## src/hw/rtl/stq_pkg.sv

```systemverilog
// Shared types and codes for the sorted timer queue.
package stq_pkg;

  typedef enum logic [1:0] {
    CMD_TICK    = 2'd0,
    CMD_ARM     = 2'd1,
    CMD_DISARM  = 2'd2,
    CMD_SERVICE = 2'd3
  } cmd_e;

  typedef enum logic [2:0] {
    ST_IDLE,
    ST_TICK,
    ST_REMOVE,
    ST_SERVICE,
    ST_INSERT,
    ST_SCHED,
    ST_DONE
  } state_e;

  // Commands from the controller to the datapath.
  typedef struct packed {
    logic load;        // latch the request payload
    logic tick;        // advance the tick counter
    logic rm_id;       // remove the addressed timer, set up its re-insertion
    logic arm;         // with rm_id: the request is an arm, so record its period
    logic rm_head;     // pop the head for service
    logic insert;      // insert the pending entry
    logic sched;       // reprogram the alarm
  } stq_ctrl_t;

  // Status from the datapath to the controller.
  typedef struct packed {
    logic id_valid;    // addressed timer is within range
    logic found;       // addressed timer sits in the queue
    logic found_head;  // ... and it is the head
    logic can_service; // queue not empty and alarm has fired
    logic period_nz;   // popped head is periodic
  } stq_stat_t;

  localparam logic [15:0] MinLeadReset = 16'd50;

endpackage

```

## src/hw/rtl/sorted_software_timer_queue.sv

```systemverilog
// Sorted timer queue with a single alarm: controller and datapath top level.
// Steps: a tick runs TICK, DONE; an arm REMOVE, INSERT, SCHED, DONE; a disarm REMOVE,
// then SCHED if it took the head, then DONE; an id out of range ends REMOVE in DONE; a
// service SERVICE, then INSERT if periodic, SCHED, DONE, or DONE if nothing is due.
// Busy stays high; one request at a time, the next start taken the cycle after done.
// Reset clears the tick counter, alarm, queue length, periods and sets min_lead to 50.
// Results are marked by done_o high for one cycle; the receiver cannot stall them.
module sorted_software_timer_queue #(
  parameter int NUM_TIMERS = 16
) (
  input  logic        clk_i,
  input  logic        rst_ni,
  input  logic        start_i,
  output logic        busy_o,
  output logic        done_o,
  input  logic        min_lead_we_i,
  input  logic [15:0] min_lead_i,
  input  logic [1:0]  command_i,
  input  logic [3:0]  timer_id_i,
  input  logic [31:0] ticks_i,
  input  logic        repeat_req_i,
  output logic        fired_o,
  output logic [3:0]  fired_id_o,
  output logic        alarm_pending_o,
  output logic [31:0] next_alarm_o,
  output logic [4:0]  queued_count_o
);
  import stq_pkg::*;

  stq_ctrl_t ctrl;
  stq_stat_t stat;

  // The controller decodes each request and steps the datapath through it.
  stq_ctrl u_ctrl (
    .clk_i     (clk_i),
    .rst_ni    (rst_ni),
    .start_i   (start_i),
    .command_i (command_i),
    .stat_i    (stat),
    .ctrl_o    (ctrl),
    .busy_o    (busy_o),
    .done_o    (done_o)
  );

  // The datapath holds the sorted queue, the periods, the tick counter and the alarm.
  stq_datapath #(
    .NUM_TIMERS (NUM_TIMERS)
  ) u_datapath (
    .clk_i           (clk_i),
    .rst_ni          (rst_ni),
    .ctrl_i          (ctrl),
    .stat_o          (stat),
    .min_lead_we_i   (min_lead_we_i),
    .min_lead_i      (min_lead_i),
    .timer_id_i      (timer_id_i),
    .ticks_i         (ticks_i),
    .repeat_req_i    (repeat_req_i),
    .fired_o         (fired_o),
    .fired_id_o      (fired_id_o),
    .alarm_pending_o (alarm_pending_o),
    .next_alarm_o    (next_alarm_o),
    .queued_count_o  (queued_count_o)
  );

endmodule

```

## src/hw/rtl/stq_ctrl.sv

```systemverilog
// Controller state machine that sequences each timer queue request.
module stq_ctrl (
  input  logic              clk_i,
  input  logic              rst_ni,
  input  logic              start_i,
  input  logic [1:0]        command_i,
  input  stq_pkg::stq_stat_t stat_i,
  output stq_pkg::stq_ctrl_t ctrl_o,
  output logic              busy_o,
  output logic              done_o
);
  import stq_pkg::*;

  state_e state_q, state_d;
  cmd_e   cmd_q, cmd_d;

  always_ff @(posedge clk_i or negedge rst_ni) begin
    if (!rst_ni) begin
      state_q <= ST_IDLE;
      cmd_q   <= CMD_TICK;
    end else begin
      state_q <= state_d;
      cmd_q   <= cmd_d;
    end
  end

  always_comb begin
    state_d = state_q;
    cmd_d   = cmd_q;
    ctrl_o  = '0;
    busy_o  = (state_q != ST_IDLE);
    done_o  = 1'b0;
    unique case (state_q)
      ST_IDLE: begin
        if (start_i) begin
          ctrl_o.load = 1'b1;
          cmd_d       = cmd_e'(command_i);
          unique case (cmd_e'(command_i))
            CMD_TICK:              state_d = ST_TICK;
            CMD_ARM, CMD_DISARM:   state_d = ST_REMOVE;
            CMD_SERVICE:           state_d = ST_SERVICE;
            default:               state_d = ST_DONE;
          endcase
        end
      end
      ST_TICK: begin
        ctrl_o.tick = 1'b1;
        state_d     = ST_DONE;
      end
      ST_REMOVE: begin
        if (!stat_i.id_valid) begin
          state_d = ST_DONE;
        end else begin
          ctrl_o.rm_id = 1'b1;
          if (cmd_q == CMD_ARM) begin
            ctrl_o.arm = 1'b1;
            state_d    = ST_INSERT;
          end else if (stat_i.found_head) begin
            state_d = ST_SCHED;
          end else begin
            state_d = ST_DONE;
          end
        end
      end
      ST_SERVICE: begin
        if (stat_i.can_service) begin
          ctrl_o.rm_head = 1'b1;
          state_d        = stat_i.period_nz ? ST_INSERT : ST_SCHED;
        end else begin
          state_d = ST_DONE;
        end
      end
      ST_INSERT: begin
        ctrl_o.insert = 1'b1;
        state_d       = ST_SCHED;
      end
      ST_SCHED: begin
        ctrl_o.sched = 1'b1;
        state_d      = ST_DONE;
      end
      ST_DONE: begin
        done_o  = 1'b1;
        state_d = ST_IDLE;
      end
      default: state_d = ST_IDLE;
    endcase
  end

endmodule

```

## src/hw/rtl/stq_datapath.sv

```systemverilog
// Datapath of the timer queue: sorted entry registers, tick counter and alarm.
module stq_datapath #(
  parameter int NUM_TIMERS = 16
) (
  input  logic               clk_i,
  input  logic               rst_ni,
  input  stq_pkg::stq_ctrl_t ctrl_i,
  output stq_pkg::stq_stat_t stat_o,
  input  logic               min_lead_we_i,
  input  logic [15:0]        min_lead_i,
  input  logic [3:0]         timer_id_i,
  input  logic [31:0]        ticks_i,
  input  logic               repeat_req_i,
  output logic               fired_o,
  output logic [3:0]         fired_id_o,
  output logic               alarm_pending_o,
  output logic [31:0]        next_alarm_o,
  output logic [4:0]         queued_count_o
);
  import stq_pkg::*;

  localparam int LenW = $clog2(NUM_TIMERS + 1);
  localparam int IdxW = (NUM_TIMERS > 1) ? $clog2(NUM_TIMERS) : 1;

  logic [15:0]     min_lead_q;
  logic [31:0]     now_q, alarm_q, ticks_q, ins_exp_q;
  logic            armed_q, rep_q, fired_q;
  logic [3:0]      id_q, ins_id_q, fired_id_q;
  logic [LenW-1:0] len_q;
  logic [3:0]      ids_q    [NUM_TIMERS];
  logic [31:0]     exp_q    [NUM_TIMERS];
  logic [31:0]     period_q [NUM_TIMERS];

  logic [3:0]      ids_d    [NUM_TIMERS];
  logic [31:0]     exp_d    [NUM_TIMERS];
  logic [LenW-1:0] len_d;

  logic [NUM_TIMERS-1:0] match, gt, rm_aft, ins_aft;
  logic [31:0]     head_period, lead, head_diff, diff;
  logic            id_valid;

  assign id_valid    = (32'(id_q) < NUM_TIMERS);
  assign head_period = period_q[IdxW'(ids_q[0])];

  // Search for the entry to remove and for the insertion point.
  always_comb begin
    for (int i = 0; i < NUM_TIMERS; i++) begin
      match[i] = (LenW'(i) < len_q) &&
                 (ctrl_i.rm_head ? (i == 0) : (ids_q[i] == id_q));
      diff     = exp_q[i] - ins_exp_q;
      gt[i]    = ((LenW'(i) < len_q) && (diff != 32'd0) && !diff[31]) ||
                 (LenW'(i) == len_q);
    end
    rm_aft[0]  = match[0];
    ins_aft[0] = gt[0];
    for (int i = 1; i < NUM_TIMERS; i++) begin
      rm_aft[i]  = rm_aft[i-1] | match[i];
      ins_aft[i] = ins_aft[i-1] | gt[i];
    end
  end

  // Next queue contents: shift down on removal, open a gap on insertion.
  always_comb begin
    len_d = len_q;
    for (int i = 0; i < NUM_TIMERS; i++) begin
      ids_d[i] = ids_q[i];
      exp_d[i] = exp_q[i];
    end
    if ((ctrl_i.rm_id || ctrl_i.rm_head) && (|match)) begin
      len_d = len_q - 1'b1;
      for (int i = 0; i + 1 < NUM_TIMERS; i++) begin
        if (rm_aft[i]) begin
          ids_d[i] = ids_q[i+1];
          exp_d[i] = exp_q[i+1];
        end
      end
    end else if (ctrl_i.insert && (32'(len_q) < NUM_TIMERS)) begin
      len_d = len_q + 1'b1;
      for (int i = 0; i < NUM_TIMERS; i++) begin
        if (ins_aft[i]) begin
          if (i == 0 || !ins_aft[(i == 0) ? 0 : i-1]) begin
            ids_d[i] = ins_id_q;
            exp_d[i] = ins_exp_q;
          end else begin
            ids_d[i] = ids_q[(i == 0) ? 0 : i-1];
            exp_d[i] = exp_q[(i == 0) ? 0 : i-1];
          end
        end
      end
    end
  end

  assign lead      = (min_lead_q == 16'd0) ? 32'd1 : 32'(min_lead_q);
  assign head_diff = exp_q[0] - now_q;

  always_ff @(posedge clk_i) begin
    for (int i = 0; i < NUM_TIMERS; i++) begin
      ids_q[i] <= ids_d[i];
      exp_q[i] <= exp_d[i];
    end
    if (ctrl_i.load) begin
      id_q    <= timer_id_i;
      ticks_q <= ticks_i;
      rep_q   <= repeat_req_i;
    end
    if (ctrl_i.rm_id) begin
      ins_exp_q <= now_q + ticks_q;
      ins_id_q  <= id_q;
    end else if (ctrl_i.rm_head) begin
      ins_exp_q <= exp_q[0] + head_period;
      ins_id_q  <= ids_q[0];
    end
  end

  always_ff @(posedge clk_i or negedge rst_ni) begin
    if (!rst_ni) begin
      min_lead_q <= MinLeadReset;
      now_q      <= '0;
      alarm_q    <= '0;
      armed_q    <= 1'b0;
      len_q      <= '0;
      fired_q    <= 1'b0;
      fired_id_q <= '0;
      for (int i = 0; i < NUM_TIMERS; i++) period_q[i] <= '0;
    end else begin
      if (min_lead_we_i) min_lead_q <= min_lead_i;
      len_q <= len_d;
      if (ctrl_i.load) begin
        fired_q    <= 1'b0;
        fired_id_q <= '0;
      end
      if (ctrl_i.tick) begin
        if (armed_q && ((alarm_q - now_q - 32'd1) < ticks_q)) armed_q <= 1'b0;
        now_q <= now_q + ticks_q;
      end
      // Arm requests carry a period; a one-shot arm clears it.
      if (ctrl_i.rm_id && ctrl_i.arm) begin
        period_q[IdxW'(id_q)] <= rep_q ? ticks_q : 32'd0;
      end
      if (ctrl_i.rm_head) begin
        fired_q    <= 1'b1;
        fired_id_q <= ids_q[0];
      end
      if (ctrl_i.sched) begin
        if (len_q == '0) begin
          armed_q <= 1'b0;
        end else begin
          armed_q <= 1'b1;
          alarm_q <= (head_diff[31] || (head_diff < lead)) ? (now_q + lead) : exp_q[0];
        end
      end
    end
  end

  assign stat_o.id_valid    = id_valid;
  assign stat_o.found       = |match;
  assign stat_o.found_head  = match[0];
  assign stat_o.can_service = (len_q != '0) && !armed_q;
  assign stat_o.period_nz   = (head_period != 32'd0);

  assign fired_o         = fired_q;
  assign fired_id_o      = fired_id_q;
  assign alarm_pending_o = armed_q;
  assign next_alarm_o    = alarm_q;
  assign queued_count_o  = 5'(len_q);

endmodule

```

## config.mk

```make
export PLATFORM = sky130hd
export DESIGN_NAME = sorted_software_timer_queue
export DESIGN_NICKNAME = d
export VERILOG_FILES = /design/src/hw/rtl/stq_pkg.sv /design/src/hw/rtl/sorted_software_timer_queue.sv /design/src/hw/rtl/stq_ctrl.sv /design/src/hw/rtl/stq_datapath.sv
export SDC_FILE = /design/constraint.sdc
export NUM_CORES = 2
export LEC_CHECK = 0
export BUFFER_PORTS_ARGS = -buffer_cell sky130_fd_sc_hd__buf_4
export CAP_MARGIN = 20
export CELL_PAD_IN_SITES_DETAIL_PLACEMENT = 2
export CELL_PAD_IN_SITES_GLOBAL_PLACEMENT = 2
export CORE_MARGIN = 2
export CORE_UTILIZATION = 41
export CTS_CLUSTER_DIAMETER = 100
export DETAILED_ROUTE_END_ITERATION = 10
export PLACE_DENSITY = 0.79
export SLEW_MARGIN = 20
export SYNTH_ARGS = -nofsm -noshare
export SYNTH_HDL_FRONTEND = slang
export SYNTH_SLANG_ARGS = --single-unit
```

## constraint.sdc

```tcl
create_clock -name clk_i -period 10.7 [get_ports clk_i]
set_clock_uncertainty 0.2 [all_clocks]
set_input_delay 1.07 -clock clk_i [delete_from_list [all_inputs] [get_ports clk_i]]
set_output_delay 1.07 -clock clk_i [all_outputs]
set_load 0.01 [all_outputs]
```

==> impl_results.md <==
- Top-area cell type share of the netlist area: 20.38%
- Crit-path max FO: 38
- Starting Density: 41.17%
- Sequential fraction of the synthesis area: 36.29%
- Die H: 487.0 um
- Horiz. Die Dim: 487.0 um
- TNS Setup: 0 ns
- First-pass GRT wire length: 704900 um
- Die area: 237100 um2
- Post-DR wirelength/cell: 35.77 um
- Status: finished, final reports clean
- Reg2Reg Depth: 19
- Synth async-reset ratio: 48.37%
- Mapped Nets: 11490
- Post-Syn Instances: 10750
- Share of post-route cells with drive strength above 1: 8.326%
- Number of I/O pins: 104
- Area contributors post-synth: edfxtp_1 20%, dfrtp_1 16%, ha_1 8.6%
- Synth Flop Type: edfxtp_1
- TritonCTS clock tree: yes
- Category of the worst setup path launch point: flip-flop
- WHS: 0.07213 ns
- Clock sinks: 1257
- Placer Congestion: 1.004
- WS Path Type: flip-flop to flip-flop
- Largest net degree at the start of global routing: 215
- Std cell rows: 177
- Deepest level of the CTS H-tree: 4
- Gr ovfl total: 0
- Vias per inst: 6.809
- Initial drt markers: 9477
- CP required: 11.09 ns
- DR DRC count: 0
- Unrepaired setup endpoints after global routing: false
- FF-to-FF setup slack: 0.77 ns
- Power per cell area: 404.6 nW/um2
- Clock root cell: clkbuf_16
- Via count: 93560
- Worst R2R Start: u_datapath.ins_exp_q[3]
- Post-DP HPWL: 354800 um
- Final setup fails: 0
- Synthesis Warnings: 0
- Post-place setup slack: 1.222 ns
- CP Capture Type: flip-flop
- Syn-to-layout area delta: 9.625%
- Syn_area_per_cell: 8.893 um2
- Initial antenna violation count: 41
- Tmin final: 9.926 ns
- Post-DRT Antenna Nets: 0
- R2r endpoint: u_datapath.exp_q[1][234]
- Max Clk Rate: 0.1007 GHz
- Layout Utilization: 45.13%
- Seq cells post-synth: 1257
- Clock Path Buffers: 3
- Final wirelength: 491500 um
- Cts hold-fix bufs: 0
- Drt pass-1 iters: 6
- GRT Util Overall: 40.35%
- Final hold vios: 0
- Port bufs: 103
- Worst slew margin: 12.19%
- Worst skew pair latency: 0.91 ns
- Vias in the first global route: 98290
- CORE AREA: 232300 um2
- Post-CTS sizing: 0
- Final worst slack: 0.7738 ns
- Crit path arrival time: 10.32 ns
- Leakage power: 41.90 nW
- Reg clk slew, reported paths: 0.06 ns
- Number of buffers created by CTS: 155
- Part of the cycle the worst path needs: 92.77%
- Pin slew with the least headroom to its limit: 1.317 ns
- Worst VDD drop: 0.2599 mV
- Pins Over Slew Limit: 0
- Cell area after synthesis: 95640 um2
- Worst hold path type: input port to asynchronous set/reset pin
- Max_cap viols: 0
- Setup repair bufs after CTS: 0
- Yosys cell types: 94
- EDFF count, synth: 649
- Layout fillers: 25030
- Area leader, netlist: edfxtp_1
- Final Net Count: 11290
-- layout make-up --
class | instances | area, um2 | area share, %
diodes | 21 | 52.55 | 0.05012
clock buffers | 210 | 4265 | 4.068
clock inverters | 70 | 1026 | 0.9786
inverters | 350 | 1314 | 1.253
multi-input cells | 8498 | 57340 | 54.69
flip-flops and latches | 1257 | 34710 | 33.10
well taps | 3043 | 3807 | 3.632
repair buffers | 292 | 2331 | 2.223
-- synthesized netlist by cell type (all sizes together), types with 43 or more instances --
cell and number:
o21bai 61, nand3 274, a31oi 92, a21o 207, nand4 114, o2111ai 46, o211ai 74, xor2 120
a21oi 654, mux4 160, o311ai 106, or3 58, o31ai 46, mux2i 442, edfxtp 649, nand2b 125
a211oi 84, clkbuf 573, dfrtp 605, nor2 506, or2 44, o22ai 43, nor2b 112, ha 657
and3 88, nor3b 45, nand2 1648, nor3 208, nor4 74, a2111oi 46, buf 76, xnor2 226
mux2 57, inv 349, o21a 112, o21ai 1406
-- worst max-delay path by stage --
stage / endpoint / cells after the start / start
6_report: u_datapath.exp_q[1][234] / 19 / u_datapath.ins_exp_q[3]
3_5_place_dp: u_datapath.exp_q[1][234] / 19 / u_datapath.ins_exp_q[3]
2_1_floorplan: u_datapath.exp_q[0][160] / 20 / u_datapath.ins_exp_q[1]
3_3_place_gp: u_datapath.exp_q[1][226] / 19 / u_datapath.ins_exp_q[3]
4_1_cts: u_datapath.exp_q[1][234] / 19 / u_datapath.ins_exp_q[3]
5_1_grt: u_datapath.exp_q[1][237] / 18 / u_datapath.ins_exp_q[3]
-- layer usage --
metal	up-vias	global-route usage, %	wire [um]
met5	-	0	165
met2	4483	63.77	221800
met1	48060	48.36	185900
li1	39490	-	-
met4	22	30.79	44460
met3	1511	8.174	39230
-- critical path, stage by stage (launching register included) --
cell and delay [ns]:
edfxtp_1 0.98, clkinv_1 1.04, ha_1 0.77, o21ai_0 0.12, a21oi_1 0.34, o211ai_1 0.22, and3_1 0.23, or4b_1 0.53
nor4_1 0.33, o2111ai_1 0.20, nor4_1 0.62, nand4b_1 0.41, a22oi_2 0.31, buf_4 0.34, and4b_1 0.69, nand4_1 0.25
buf_4 0.42, a21oi_4 0.80, buf_4 0.42, mux2_2 0.38
-- report_power, final --
group	switching [mW]	internal [mW]	leakage (nW)	total [mW]
registers	3.21	7.43	14.5	10.6
logic	17.1	9.07	24.9	26.2
clock network	2.46	3.11	2.53	5.57
total	22.8	19.6	41.9	42.4
-- state kept, by name, indices dropped and copies added (netlist names), 4 cells and up --
register	flops
u_datapath.exp_q	512
u_datapath.fired_id_o	4
u_datapath.id_q	4
u_datapath.ids_q	64
u_datapath.ins_exp_q	32
u_datapath.ins_id_q	4
u_datapath.min_lead_q	16
u_datapath.next_alarm_o	32
u_datapath.now_q	32
u_datapath.period_q	512
u_datapath.queued_count_o	5
u_datapath.ticks_q	32
-- cells by family after synthesis --
kind of cell,synth area share (%)
AOI/OAI and AO/OA,21.49
xor gates and xnor gates,3.169
adders and majority gates,9.014
buffers and inverters,4.128
DFF,36.29
muxes,9.065
and+or+nand+nor,16.85
-- cell usage in the layout (no fill, tap or decap), drive strengths merged, types with 84 or more instances in the layout --
cell	Yosys	layout
a211oi	84	84
a21o	207	207
a21oi	654	654
a31oi	92	92
and3	88	88
buf	76	292
clkbuf	573	210
dfrtp	605	605
edfxtp	649	649
ha	657	657
inv	349	349
mux2i	442	442
mux4	160	160
nand2	1648	1648
nand2b	125	125
nand3	274	274
nand4	114	114
nor2	506	506
nor2b	112	112
nor3	208	208
o21a	112	112
o21ai	1406	1406
o311ai	106	106
xnor2	226	226
xor2	120	120
-- through the flow --
step,cell area (um2),total power [mW],cells
after global routing,104800,44.29,13730
final,104800,42.42,13740
after global placement,99410,34.54,13440
after detailed placement,99430,35.69,13440
after floorplan,95640,25.58,10750
after CTS,104700,41.52,13720
Note: power is estimated with default switching activity, not from simulation.
